==> src/design/mrs_ram.sv <==
// Generic single-write, single-read RAM with registered read data.
// No dependencies.
module mrs_ram #(
	parameter int WIDTH = 32,
	parameter int DEPTH = 64
) (
	input  logic                                   clk,
	input  logic                                   we,
	input  logic [(DEPTH > 1 ? $clog2(DEPTH) : 1)-1:0] waddr,
	input  logic [WIDTH-1:0]                       wdata,
	input  logic [(DEPTH > 1 ? $clog2(DEPTH) : 1)-1:0] raddr,
	output logic [WIDTH-1:0]                       rdata
);

	logic [WIDTH-1:0] mem_q [DEPTH];

	always_ff @(posedge clk) begin
		if (we) begin
			mem_q[waddr] <= wdata;
		end
		rdata <= mem_q[raddr];
	end

endmodule

==> config.mk <==
export PLATFORM = sky130hd
export DESIGN_NAME = mrs_ram
export DESIGN_NICKNAME = d
export VERILOG_FILES = /design/src/design/mrs_ram.sv
export SDC_FILE = /design/constraint.sdc
export NUM_CORES = 2
export LEC_CHECK = 0
export BUFFER_PORTS_ARGS = -buffer_cell sky130_fd_sc_hd__buf_2
export CELL_PAD_IN_SITES_DETAIL_PLACEMENT = 0
export CELL_PAD_IN_SITES_GLOBAL_PLACEMENT = 1
export CORE_MARGIN = 4
export CORE_UTILIZATION = 55
export CTS_CLUSTER_DIAMETER = 80
export DETAILED_ROUTE_END_ITERATION = 10
export PLACE_DENSITY = 0.89
export SKIP_LAST_GASP = 1
export SLEW_MARGIN = 15
export SYNTH_ARGS = -nofsm -noshare
export SYNTH_HDL_FRONTEND = slang
export SYNTH_SLANG_ARGS = --single-unit
==> constraint.sdc <==
create_clock -name clk -period 4.6 [get_ports clk]
set_input_delay 0.23 -clock clk [delete_from_list [all_inputs] [get_ports clk]]
set_output_delay 0.23 -clock clk [all_outputs]
set_load 0.05 [all_outputs]
==> results_dict.tcl <==
set metrics [dict create \
    die_w_um 385.8 \
    arrival_ns 3.34 \
    clkPwrFrac_pct 41.1 \
    place_area_um2 82220 \
    htree_num_levels 4 \
    fp.dieArea_um2 148900 \
    swShare_pct 21.57 \
    status "finished, violations left" \
    ys_async_sr_fraction_pct 0 \
    ys_ff_latch 2080 \
    die_h_um 385.8 \
    io_pins 78 \
    grt_pass1_wl_um 294900 \
    vdd_ir_drop_max_v 0.0002926 \
    timing.hold.ws_ns -0.01406 \
    crit_family "simple AND/OR/NAND/NOR gates" \
    cts_tree "yes" \
    path_buf_inv 3 \
    syn_nets 3370 \
    power.leakage_nw 27.66 \
    synthTopCellsByArea "edfxtp_1, mux4_2, mux2i_1" \
    switchingPower_mw 8.477 \
    maxSlewViolCount 0 \
    fp-row-count 138 \
    clkSinkCount 2080 \
    crit_slowest_cell "nor2_4" \
    rsz0062_at_grt "false" \
    clk_pin_slew_ns 0.07 \
    tightest_slew_ns 1.268 \
    ys_warn_count 0 \
    synth_area_leader_cell "edfxtp_1" \
    synth_cell_type_count 34 \
    synth_edf_count 2048 \
    dpl.hpwl_um 110200 \
    period_minus_slack_ns 2.856 \
    drt.antenna.violating_nets 0 \
    grt_usage_pct 28.05 \
    power_mw 39.30 \
    grt_overflow 0 \
    core_area_um2 141800 \
    maxSlewHeadroom_pct 15.26 \
    pwr-share-seq_pct 53.7 \
    syn-cell-area_um2 78520 \
    drt_pass1_iterations 5 \
    yosys.area.top_type_share_pct 78.33 \
    seq_area_frac_synth_pct 79.14 \
    drt_iter0_markers 6128 \
    gp_congestion 0.8110 \
    nets 3624 \
    ys.flop_type "edfxtp_1" \
    cts_made_buffers 195 \
    setup_viol 0 \
    fin_skew_ns 0.03052 \
    portBuffers 77 \
    post_drt_wl_per_cell_um 36.21 \
    finalHoldViolCount 32 \
    avgSynthCellArea_um2 23.62 \
    required_ns 5.08 \
    antenna_found_initial 10 \
    cp_cell_sequence "dlygate4sd3_1, buf_2, nor2_1, nand3_1, nor2_4, buf_4" \
    syn_to_final_growth_pct 13.03 \
    timing.fmax_mhz 350.1 \
    p_int_mw 30.82 \
    max_stage_delay_ns 0.94 \
    synth.most_common_cell "edfxtp_1" \
    crit_fanout 18 \
    cts_resized 0 \
    drc_errors 0 \
    drv_cap 0 \
    finish.instance_area_um2 88750 \
    failed_checks "hold timing" \
    endpoint_kind "register" \
    vias_per_cell 6.841 \
    synth_cells 3324 \
    fin_setup_tns_ns 0 \
    p_per_area_nw_per_um2 442.8 \
    fin_crit_sh_pct 62.09 \
    grt_pass1_vias 39760 \
    pwr-share-comb_pct 5.2 \
    start_util_pct 55.39 \
    vias 38560 \
    grt_max_degree 78 \
    root_buffer "clkbuf_16" \
    hold_class "input pin to register" \
    clk_latency_ns 0.83 \
    layout-drive-gt1-share_pct 29.97 \
    crit_type "input pin to register" \
    cts_buffer_depth 3 \
    critPathLaunchType "input pin" \
    wirelength_um 204100 \
    fin_util_pct 62.61 \
    synth_common_cells "edfxtp_1, mux4_2, nor2_1, mux2i_1, o22ai_1" \
]
[cells by family (layout without fill, tap and decap cells)]
kind of cell    count (synthesis)  in the layout  share of synthesized area (%)
flops                        2080           2080                          79.14
compound gates                202            202                          1.673
buf+inv                       182            598                          1.128
simple gates                  223            223                          1.265
other cells                     0              7                              0
mux                           637            637                          16.79
[power groups by stage]
stage / clock network, mW / logic [mW] / registers [mW]
after floorplan: 0 / 1.02 / 21.6
after global placement: 0 / 1.94 / 21.5
after detailed placement: 0 / 1.99 / 21.5
after CTS: 16.3 / 2.04 / 21.1
after global routing: 17.1 / 2.15 / 21.1
final: 16.2 / 2.06 / 21.1
[cell type report]
type	instances	area [µm²]
well taps	1890	2365
flip-flops and latches	2080	62140
fillers	8683	53010
diodes	7	17.52
clock inverters	116	1160
multi-input cells	1062	15970
repair buffers	239	1909
clock buffers	243	5184
[worst paths after layout]
check | start | to | slack [ns] | depth (start not counted)
hold reg to reg | mem_q[13][8] | rdata[8] | 0.75 | 4
setup / recovery | waddr[2] | mem_q[57][16] | 1.74 | 6
hold / removal | wdata[11] | mem_q[15][11] | -0.01 | 1
setup reg to reg | mem_q[15][13] | rdata[13] | 2.28 | 4
[per-layer routing]
metal  GRT usage [%]  wire length (µm)  share of wire, %
met5               0                 7            0.0034
met4           13.45             10870               5.3
met3           6.468             24680                12
met2           43.81             98800                48
met1           38.03             69740                34
[cell usage in the layout (no fill, tap or decap), drive strengths merged, types with 27 or more instances in the layout]
| cell | synthesis | layout |
|---|---|---|
| o221ai | 27 | 27 |
| nor2 | 137 | 137 |
| dfxtp | 32 | 32 |
| mux4 | 544 | 544 |
| o22ai | 84 | 84 |
| buf | 108 | 229 |
| a21oi | 62 | 62 |
| mux2i | 93 | 93 |
| edfxtp | 2048 | 2048 |
| clkbuf | 74 | 243 |
| clkinv | 0 | 77 |
[worst register-to-register path, stage by stage, from the launching register on]
cell      delay, ns
edfxtp_1       0.40
mux4_2         0.49
mux4_2         0.53
o22ai_1        0.58
nor2_1         0.16
[repair_timing]
action | 4_1_cts | 5_1_grt
endpoints found under the hold margin | 9 | 75
hold buffers | 2 | 8
setup buffers | 0 | 0
[metrics by stage]
| stage | setup slack, ns | cells |
|---|---|---|
| floorplan | 1.210 | 3324 |
| global placement | 1.211 | 5258 |
| detailed placement | 1.168 | 5259 |
| CTS | 1.850 | 5620 |
| global route | 1.695 | 5631 |
| finish | 1.744 | 5637 |
[registers in the layout, indices dropped and copies added (netlist names)]
name	cells
mem_q	2048
rdata	32
Note: power is estimated with default switching activity, not from simulation.
